<file path="config.mk">
export PLATFORM = sky130hd
export DESIGN_NAME = next_fit_partition_allocator
export DESIGN_NICKNAME = d
export VERILOG_FILES = /design/src/hw/rtl/nfpa_pkg.sv /design/src/hw/rtl/next_fit_partition_allocator.sv
export SDC_FILE = /design/constraint.sdc
export NUM_CORES = 1
export LEC_CHECK = 0
export ABC_AREA = 1
export BUFFER_PORTS_ARGS = -buffer_cell sky130_fd_sc_hd__buf_2
export CORE_AREA = 2 2 205 207
export CTS_BUF_LIST = sky130_fd_sc_hd__clkbuf_8
export DETAILED_ROUTE_END_ITERATION = 10
export DIE_AREA = 0 0 207 209
export GPL_TIMING_DRIVEN = 0
export SKIP_CTS_REPAIR_TIMING = 1
export SYNTH_ARGS = -nofsm -noshare
export SYNTH_HDL_FRONTEND = slang
export SYNTH_SLANG_ARGS = --single-unit
</file>
<file path="constraint.sdc">
create_clock -name aclk -period 3.2 [get_ports aclk]
set_clock_uncertainty 0.1 [all_clocks]
set_input_delay 0.48 -clock aclk [delete_from_list [all_inputs] [get_ports aclk]]
set_output_delay 0.48 -clock aclk [all_outputs]
set_load 0.01 [all_outputs]
</file>
<file path="src/hw/rtl/nfpa_pkg.sv">
`default_nettype none

package nfpa_pkg;

    localparam int MAX_BLOCKS_DEF = 16;
    localparam int SIZE_BITS_DEF  = 16;

    localparam int CFG_W   = 5;
    localparam int INDEX_W = 4;
    localparam int REQ_W   = 16;
    localparam int DATA_W  = 24;

    localparam logic CMD_LOAD  = 1'b0;
    localparam logic CMD_ALLOC = 1'b1;

    typedef enum logic [1:0] {
        S_IDLE,
        S_READ,
        S_SCAN,
        S_DONE
    } state_t;

endpackage

`default_nettype wire

</file>
<file path="src/hw/rtl/next_fit_partition_allocator.sv">
// channel  | direction | handshake          | word
// ---------+-----------+--------------------+--------------------------------------
// s_       | in        | s_tvalid/s_tready  | tuser: cmd; tdata: block_index, size
// m_       | out       | m_tvalid/m_tready  | tuser: granted; tdata: block_number,
//          |           |                    |        remaining
// cfg_     | in        | cfg_valid/cfg_ready| cfg_data: block_count
//
// Load word: accepted, no result.
// Allocate word: one partition compared per cycle by the single compare/subtract unit
// against the registered read port.
// Busy (s_tready low) from allocate accept until its result sits in the output register.
// aresetn (synchronous, active low) clears the table valid bits, rover and block_count.
// A finished result waits in S_DONE while the output register is held; no word is taken.
`default_nettype none

module next_fit_partition_allocator #(
    parameter int MAX_BLOCKS = nfpa_pkg::MAX_BLOCKS_DEF,
    parameter int SIZE_BITS  = nfpa_pkg::SIZE_BITS_DEF
) (
    input  wire logic                       aclk,
    input  wire logic                       aresetn,

    input  wire logic                       cfg_valid,
    output logic                            cfg_ready,
    input  wire logic [nfpa_pkg::CFG_W-1:0] cfg_data,   // block_count

    input  wire logic                        s_tvalid,
    output logic                             s_tready,
    input  wire logic                        s_tuser,   // cmd
    input  wire logic [nfpa_pkg::DATA_W-1:0] s_tdata,   // [3:0] block_index, [19:4] size

    output logic                             m_tvalid,
    input  wire logic                        m_tready,
    output logic                             m_tuser,   // granted
    output logic [nfpa_pkg::DATA_W-1:0]      m_tdata    // [3:0] block_number, [19:4] remaining
);

    localparam int IDX_W = (MAX_BLOCKS > 1) ? $clog2(MAX_BLOCKS) : 1;
    localparam int CNT_W = $clog2(MAX_BLOCKS + 1);
    localparam int CMP_W = (SIZE_BITS > nfpa_pkg::REQ_W) ? SIZE_BITS : nfpa_pkg::REQ_W;
    localparam logic [CMP_W-1:0] SPACE_MAX = CMP_W'((64'd1 << SIZE_BITS) - 64'd1);

    nfpa_pkg::state_t state_reg, state_next;

    logic [nfpa_pkg::CFG_W-1:0] block_count_reg;
    logic [IDX_W-1:0]           rover_reg, rover_next;
    logic [IDX_W-1:0]           ptr_reg, ptr_next;
    logic [CNT_W-1:0]           k_reg, k_next;
    logic [CNT_W-1:0]           cnt_reg, cnt_next;
    logic [CMP_W-1:0]           req_reg, req_next;
    logic [MAX_BLOCKS-1:0]      valid_reg, valid_next;
    logic [SIZE_BITS-1:0]       rd_data_reg;
    logic                       rd_valid_reg;

    logic                           res_granted_reg, res_granted_next;
    logic [nfpa_pkg::INDEX_W-1:0]   res_num_reg, res_num_next;
    logic [nfpa_pkg::REQ_W-1:0]     res_rem_reg, res_rem_next;

    logic                        m_tvalid_reg, m_tvalid_next;
    logic                        m_tuser_reg, m_tuser_next;
    logic [nfpa_pkg::DATA_W-1:0] m_tdata_reg, m_tdata_next;

    logic [SIZE_BITS-1:0] mem [MAX_BLOCKS];

    logic                         mem_we;
    logic [IDX_W-1:0]             mem_waddr;
    logic [SIZE_BITS-1:0]         mem_wdata;
    logic [IDX_W-1:0]             rd_addr;

    logic                         s_accept;
    logic [nfpa_pkg::INDEX_W-1:0] in_index;
    logic [nfpa_pkg::REQ_W-1:0]   in_size;
    logic [CNT_W-1:0]             used_count;
    logic [IDX_W-1:0]             start_ptr;
    logic [IDX_W-1:0]             ptr_inc;
    logic [CMP_W-1:0]             cur_data;
    logic                         fits;
    logic [SIZE_BITS-1:0]         new_free;
    logic [SIZE_BITS-1:0]         load_val;

    assign cfg_ready = 1'b1;
    assign s_tready  = (state_reg == nfpa_pkg::S_IDLE);
    assign m_tvalid  = m_tvalid_reg;
    assign m_tuser   = m_tuser_reg;
    assign m_tdata   = m_tdata_reg;

    assign s_accept = s_tvalid && s_tready;
    assign in_index = s_tdata[nfpa_pkg::INDEX_W-1:0];
    assign in_size  = s_tdata[nfpa_pkg::INDEX_W +: nfpa_pkg::REQ_W];

    assign used_count = (32'(block_count_reg) > MAX_BLOCKS) ? CNT_W'(MAX_BLOCKS)
                                                            : CNT_W'(block_count_reg);
    assign start_ptr  = (CNT_W'(rover_reg) < used_count) ? rover_reg : '0;
    assign ptr_inc    = ((CNT_W'(ptr_reg) + CNT_W'(1)) == cnt_reg) ? '0
                                                                    : ptr_reg + IDX_W'(1);
    assign cur_data   = rd_valid_reg ? CMP_W'(rd_data_reg) : '0;
    assign fits       = (cur_data >= req_reg);
    assign new_free   = SIZE_BITS'(cur_data - req_reg);
    assign load_val   = (CMP_W'(in_size) > SPACE_MAX) ? SIZE_BITS'(SPACE_MAX)
                                                      : SIZE_BITS'(in_size);

    always_comb begin
        state_next       = state_reg;
        rover_next       = rover_reg;
        ptr_next         = ptr_reg;
        k_next           = k_reg;
        cnt_next         = cnt_reg;
        req_next         = req_reg;
        valid_next       = valid_reg;
        res_granted_next = res_granted_reg;
        res_num_next     = res_num_reg;
        res_rem_next     = res_rem_reg;
        m_tvalid_next    = m_tvalid_reg;
        m_tuser_next     = m_tuser_reg;
        m_tdata_next     = m_tdata_reg;
        mem_we           = 1'b0;
        mem_waddr        = ptr_reg;
        mem_wdata        = new_free;
        rd_addr          = ptr_reg;

        if (m_tvalid_reg && m_tready) begin
            m_tvalid_next = 1'b0;
        end

        case (state_reg)
            nfpa_pkg::S_IDLE: begin
                if (s_accept) begin
                    if (s_tuser == nfpa_pkg::CMD_LOAD) begin
                        if (32'(in_index) < MAX_BLOCKS) begin
                            mem_we                         = 1'b1;
                            mem_waddr                      = IDX_W'(in_index);
                            mem_wdata                      = load_val;
                            valid_next[IDX_W'(in_index)]   = 1'b1;
                            rover_next                     = '0;
                        end
                    end else begin
                        req_next         = CMP_W'(in_size);
                        cnt_next         = used_count;
                        ptr_next         = start_ptr;
                        k_next           = '0;
                        res_granted_next = 1'b0;
                        res_num_next     = '0;
                        res_rem_next     = '0;
                        state_next       = (used_count == '0) ? nfpa_pkg::S_DONE
                                                              : nfpa_pkg::S_READ;
                    end
                end
            end
            nfpa_pkg::S_READ: begin
                state_next = nfpa_pkg::S_SCAN;
            end
            nfpa_pkg::S_SCAN: begin
                if (fits) begin
                    mem_we              = 1'b1;
                    valid_next[ptr_reg] = 1'b1;
                    rover_next          = ptr_reg;
                    res_granted_next    = 1'b1;
                    res_num_next        = nfpa_pkg::INDEX_W'(ptr_reg);
                    res_rem_next        = nfpa_pkg::REQ_W'(new_free);
                    state_next          = nfpa_pkg::S_DONE;
                end else if (k_reg == cnt_reg - CNT_W'(1)) begin
                    state_next = nfpa_pkg::S_DONE;
                end else begin
                    k_next   = k_reg + CNT_W'(1);
                    ptr_next = ptr_inc;
                    rd_addr  = ptr_inc;
                end
            end
            nfpa_pkg::S_DONE: begin
                if (!m_tvalid_reg || m_tready) begin
                    m_tvalid_next = 1'b1;
                    m_tuser_next  = res_granted_reg;
                    m_tdata_next  = nfpa_pkg::DATA_W'({res_rem_reg, res_num_reg});
                    state_next    = nfpa_pkg::S_IDLE;
                end
            end
            default: begin
                state_next = nfpa_pkg::S_IDLE;
            end
        endcase
    end

    always_ff @(posedge aclk) begin
        if (mem_we) begin
            mem[mem_waddr] <= mem_wdata;
        end
        rd_data_reg <= mem[rd_addr];
    end

    always_ff @(posedge aclk) begin
        if (!aresetn) begin
            state_reg       <= nfpa_pkg::S_IDLE;
            block_count_reg <= '0;
            rover_reg       <= '0;
            valid_reg       <= '0;
            m_tvalid_reg    <= 1'b0;
        end else begin
            state_reg    <= state_next;
            rover_reg    <= rover_next;
            valid_reg    <= valid_next;
            m_tvalid_reg <= m_tvalid_next;
            if (cfg_valid && cfg_ready) begin
                block_count_reg <= cfg_data;
            end
        end
    end

    always_ff @(posedge aclk) begin
        ptr_reg         <= ptr_next;
        k_reg           <= k_next;
        cnt_reg         <= cnt_next;
        req_reg         <= req_next;
        rd_valid_reg    <= valid_reg[rd_addr];
        res_granted_reg <= res_granted_next;
        res_num_reg     <= res_num_next;
        res_rem_reg     <= res_rem_next;
        m_tuser_reg     <= m_tuser_next;
        m_tdata_reg     <= m_tdata_next;
    end

endmodule

`default_nettype wire

</file>
# == Word level (Yosys, flattened, before mapping) ==
# Memories as Yosys holds them, arrays and structs flattened. A register that Yosys moved wholly into a read port is not among the register bits.
# Cells that the tools add are included.
# op_classes
magnitude_cmp,9
add_sub_neg,5
bitwise,2
reduce_logical,16
muxes,63
eq_ne,13
# op_table
op,n
2-to-1 mux 16 bit,11
one-hot mux 16 bit (2 select lines),2
2-to-1 mux 4 bit,15
OR 16 bit,2
2-to-1 mux 5 bit,5
one-hot mux 4 bit (2 select lines),3
greater-or-equal comparator 16 bit,1
"> comparator 16 bit, second input constant",1
subtractor 16 bit,1
"< comparator 4 x 5 -> 1 bit, second input constant",3
2-to-1 mux 1 bit,14
2-to-1 mux 2 bit,6
AND reduction 4 bit,3
equality test 5 bit,2
"inequality test 2 bit, second input constant",5
one-hot mux 5 bit (2 select lines),1
demux 1 bit (select 4 bit),2
"greater-or-equal comparator 4 x 1 -> 1 bit, second input constant",2
one-hot mux 2 bit (4 select lines),1
AND reduction 3 bit,2
"adder 4 x 1 -> 5 bit, second input constant",1
"adder 5 x 1 -> 5 bit, second input constant",1
"> comparator 5 bit, second input constant",1
zero test 5 bit,1
16 further kinds,22
# totals
n_memories,1
regBits,101
mem_bits_rw,256
# memory_table
memory,words,word_bits,rd,rd_clocked_by_memory_dff,write_ports,line_no,rtl
mem,16,16,1,1,1,next_fit_partition_allocator.sv:63,logic [SIZE_BITS-1:0] mem [MAX_BLOCKS];

# == Longest topological paths before layout ==
# logic_depth
word_depth,8
depth_mapped,22
depth_no_buf,19

# == Worst setup path after synthesis ==
# OpenSTA, ideal clock, no wires.
# synth_path
path_kind,register -> register
startpoint,reg rd_valid_reg
endpoint,"mem mem[0][11] in the netlist's numbering, data pin"
arrival_time_ns,2.831
synth_period_minus_slack_ns,3.261
setup_ns,0.330
setup_slack_ns,-0.061
path_stages_with_launch,16
required_ns,2.770
cell_sequence,dfxtp_1 > clkbuf_1 > clkbuf_1 > nand2_1 > ha_1 > inv_1 > nand3_1 > nand2_1 > a21oi_1 > o21ai_0 > a21oi_1 > o21bai_1 > nand2_1 > nand3b_1 > nand2_1 > o21ai_0
# synth_via
elab_chain_cells,5
# synth_lines
element,line_no,rtl
"start, declared",next_fit_partition_allocator.sv:53,logic rd_valid_reg;
"start signal, assigned",next_fit_partition_allocator.sv:213,rd_valid_reg <= valid_reg[rd_addr];
2-to-1 mux 16 bit *,next_fit_partition_allocator.sv:96,assign cur_data = rd_valid_reg ? CMP_W'(rd_data_reg) : '0;
subtractor 16 bit *,next_fit_partition_allocator.sv:98,assign new_free = SIZE_BITS'(cur_data - req_reg);
2-to-1 mux 16 bit,next_fit_partition_allocator.sv:128,if (s_tuser == nfpa_pkg::CMD_LOAD) begin
2-to-1 mux 16 bit,next_fit_partition_allocator.sv:127,if (s_accept) begin
2-to-1 mux 16 bit *,next_fit_partition_allocator.sv:125,case (state_reg)
named net mem_wdata[11],next_fit_partition_allocator.sv:67,logic [SIZE_BITS-1:0] mem_wdata;
"end, declared",next_fit_partition_allocator.sv:63,
# Mark *: on every way through the listed nets, which the timed path passes. The rest lies on a longest branch.

# == Worst setup path after layout ==
# layout_path
startpoint,reg rd_valid_reg
endpoint,"reg rd_data_reg[9], read port of mem"
# layout_via
elab_chain_cells,4
# layout_lines
element,line_no,rtl
2-to-1 mux 16 bit,next_fit_partition_allocator.sv:96,
greater-or-equal comparator 16 bit,next_fit_partition_allocator.sv:97,assign fits = (cur_data >= req_reg);
2-to-1 mux 4 bit,-,
2-to-1 mux 4 bit,next_fit_partition_allocator.sv:125,
"end, declared",next_fit_partition_allocator.sv:52,logic [SIZE_BITS-1:0] rd_data_reg;
# No other way between the ends.
# A chain may end at the register's enable or synchronous reset.

==> run summary <==
CLOCK TREE
----------------------------------------------------------------------------------------
H-Tree Level Count                                                                     2
Clock latency on the worst-skew pair                                             0.63 ns
Root Driver                                                                     clkbuf_8
TritonCTS Sinks                                                                      373
Clk pin slew, worst setup/hold paths                                             0.06 ns
CTS tree                                                                             yes
Total CTS buffers                                                                     60
Buffers from clock root to sink, at most                                               3

PLACED DESIGN
----------------------------------------------------------------------------------------
Number of placed instances with taps included                                       2290
RePlAce Congestion                                                                 0.960
Total half-perimeter wirelength after legalization and detailed placement       32400 um
Count of buffers inserted at the top-level ports                                      53

LAYOUT
----------------------------------------------------------------------------------------
Flip-flop count of the largest register, all copies and words added                  256
Antenna Diode Count                                                                    0
Share of cells above drive strength 1                                              25.0%
Commonest non-fill, non-tap cells in the layout                             nand2_1, edfxtp_1, inv_1
Number of inserted filler cells in the final layout                                 3497
Nets@finish                                                                         1954
Final Core Density                                                                 53.1%
Commonest non-fill, non-tap cell in the layout                                   nand2_1
Non-filler instance count after layout                                              2477
Signed area change from the synthesized netlist to the final layout                28.9%

POWER AND IR DROP
----------------------------------------------------------------------------------------
Cell leakage power                                                               9.01 nW
Portion of total power attributed to combinational logic                           54.2%
Fraction of power consumed by sequential logic                                     29.6%
Power Dens Cells                                                             1110 mW/mm2
Clock share of power                                                               16.2%
NetSw                                                                            10.6 mW
Switching power share of the total                                                 43.5%
Internal portion of total power                                                  13.8 mW
Worst IR Drop VDD                                                                 456 uV
Total power after layout                                                         24.4 mW

STA
----------------------------------------------------------------------------------------
Tcrit/Tclk final                                                                    102%
Pins over their slew limit                                                             0
Actual transition at the worst max-transition pin                               0.957 ns
Setup slack of the critical path after layout                                 -0.0600 ns
Slew headroom                                                                      36.2%
Number of setup violations in the final report                                         3
Final Hold Vio Count                                                                   2
Setup tns final                                                               -0.0877 ns
Achievable Freq                                                                  307 MHz
Final critical-path required period                                              3.26 ns
Unrepaired setup endpoints after global routing                                      yes
Final hold slack                                                              -0.0110 ns

FLOORPLANNING
----------------------------------------------------------------------------------------
Starting Density                                                                   41.2%
Overall die area                                                              0.0433 mm2
Die Span Y                                                                        209 um
Area of the core                                                              0.0413 mm2
Die span in x                                                                     207 um
Boundary pin count                                                                    63
Number of placement rows                                                              75

CRITICAL PATH
----------------------------------------------------------------------------------------
Internal reg-to-reg setup slack                                                 -0.06 ns
Startpoint Class                                                                    flop
Critical Path Sink Type                                                             flop
Path type of the worst setup path                                                reg2reg
Critical path data required time                                                 3.62 ns
Arrival time of the worst setup path                                             3.68 ns
Largest fanout on the critical path                                                    6

GRT
----------------------------------------------------------------------------------------
Number of global-route vias before repair                                          12000
Maximum number of pins on one net before global-route repair                          22
Total gr overflow                                                                      0
Overall routing resource usage                                                     21.3%
First-pass GRT wire length                                                      70300 um
Antenna violations before repair                                                       0

ROUTING
----------------------------------------------------------------------------------------
Total wire length                                                               50200 um
Count of antenna-violating nets left after detailed routing                            0
Post-detailed-route wirelength per cell                                          20.3 um
Drt via density                                                                     5.22
DR DRC count                                                                           0
1st-iter DRT viols                                                                   947
Pre-antenna DRT Iters                                                                  5
Count of vias placed by the detailed router                                        12900

LOGIC SYNTHESIS
----------------------------------------------------------------------------------------
Average size of a mapped cell                                                   10.2 um2
Sequential-to-total area share from yosys stat                                     63.2%
Asr flop ratio synth                                                                  0%
Main flop type after synthesis                                                  edfxtp_1
Post-synthesis register bit count                                                    373
Syn Inst Count                                                                      1675
Synth Warn #                                                                           0
Number of flops mapped to enable cells by yosys                                      328
Number of library cell types mapped by synthesis                                      44
Post-Synthesis Cell Area                                                      0.0170 mm2

OUTCOME
----------------------------------------------------------------------------------------
Status                                                                      complete, but fails checks
Failing checks                                                              negative hold slack, negative setup slack

FLOW RUN
----------------------------------------------------------------------------------------
Count of max-cap constraint violations                                                 0

MIN PATH
----------------------------------------------------------------------------------------
Kind of path behind the tightest hold check                                       in2reg

## metal layers
| layer | share of wire, % | up-vias | global-route usage, % |
|---|---|---|---|
| met1 | 42 | 6168 | 28.3 |
| met4 | 4.8 | 0 | 10.1 |
| li1 | - | 6106 | - |
| met5 | 0 | - | 0 |
| met2 | 47 | 545 | 34.2 |
| met3 | 7.1 | 118 | 3.40 |
## cells by family (layout without fill, tap and decap cells)
family                     after synthesis  in the layout  share of synthesized area [%]
other                                    2              5                         0.0441
xor gates and xnor gates                18             18                          0.927
adders and majority gates               29             29                           2.18
buffers and inverters                  283            541                           7.24
DFF                                    373            373                           63.2
AOI/OAI and AO/OA                      118            119                           3.94
and+or+nand+nor                        852            853                           22.5
## stage by stage
stage	setup WS [ns]	cell area (um2)
after global routing	-0.148	21900
after CTS	-1.16	19500
after detailed placement	-1.14	18300
after floorplan	-0.0547	17000
after global placement	-1.85	18000
final	-0.0600	21900
## worst max-delay path: stages (launching register included)
cell and delay [ns]:
dfxtp_4 0.37, buf_8 0.13, nand2_4 0.05, ha_4 0.12, inv_2 0.04, fa_2 0.38, nand3_2 0.08, nand2_2 0.09
nand2_2 0.09, nand3_2 0.08, nand2_4 0.13, nand3_4 0.11, nor2_8 0.25, nand2_2 0.09, nor2_4 0.15, inv_4 0.05
o21ai_4 0.18, buf_8 0.23, nand3_1 0.14, nand3_2 0.17, nand2_2 0.08
## worst paths after layout
kind,from,cells past startpoint,endpoint
setup reg to reg,rd_valid_reg$_DFF_P_,20,rd_data_reg[9]$_DFF_P_
hold reg to reg,res_rem_reg[7]$_SDFFCE_PN0P_,0,m_tdata[11]$_DFFE_PP_
hold / removal,cfg_data[4],3,block_count_reg[4]$_SDFFE_PN0P_
setup / recovery,rd_valid_reg$_DFF_P_,20,rd_data_reg[9]$_DFF_P_
## area by class of cell
type                       count  area (um2)  area share [%]
clock buffer                  68         936            4.27
multi-input combinational   1024        6290            28.7
buffer                        85         733            3.34
timing repair buffer         149        1560            7.13
tap                          539         674            3.08
inverter                     197         744            3.40
clock inverter                42         221            1.01
sequential                   373       10800            49.1
## Yosys cell counts, drive strengths merged, types with 6 or more instances
cell type  number  share of area, %
nand3         290               8.6
xnor2           7              0.36
edfxtp        328                58
clkbuf         16              0.35
o22ai          14              0.51
xor2           11              0.57
o21ai          41               1.3
nor3            6              0.21
nor2           64               1.5
a21oi          47               1.4
inv           195               4.3
buf            70               2.5
ha             28               2.1
dfxtp          45               5.3
nand2         438               9.8
nand3b         49               2.2
## power groups by stage
| stage | sequential [mW] | combinational [mW] | clock, mW |
|---|---|---|---|
| CTS | 7.22 | 9.46 | 4.03 |
| global placement | 7.41 | 8.81 | 0 |
| floorplan | 7.27 | 5.60 | 0 |
| global route | 7.28 | 14.1 | 4.21 |
| finish | 7.22 | 13.3 | 3.96 |
| detailed placement | 7.31 | 9.42 | 0 |
(Power assumes the default switching activity.)
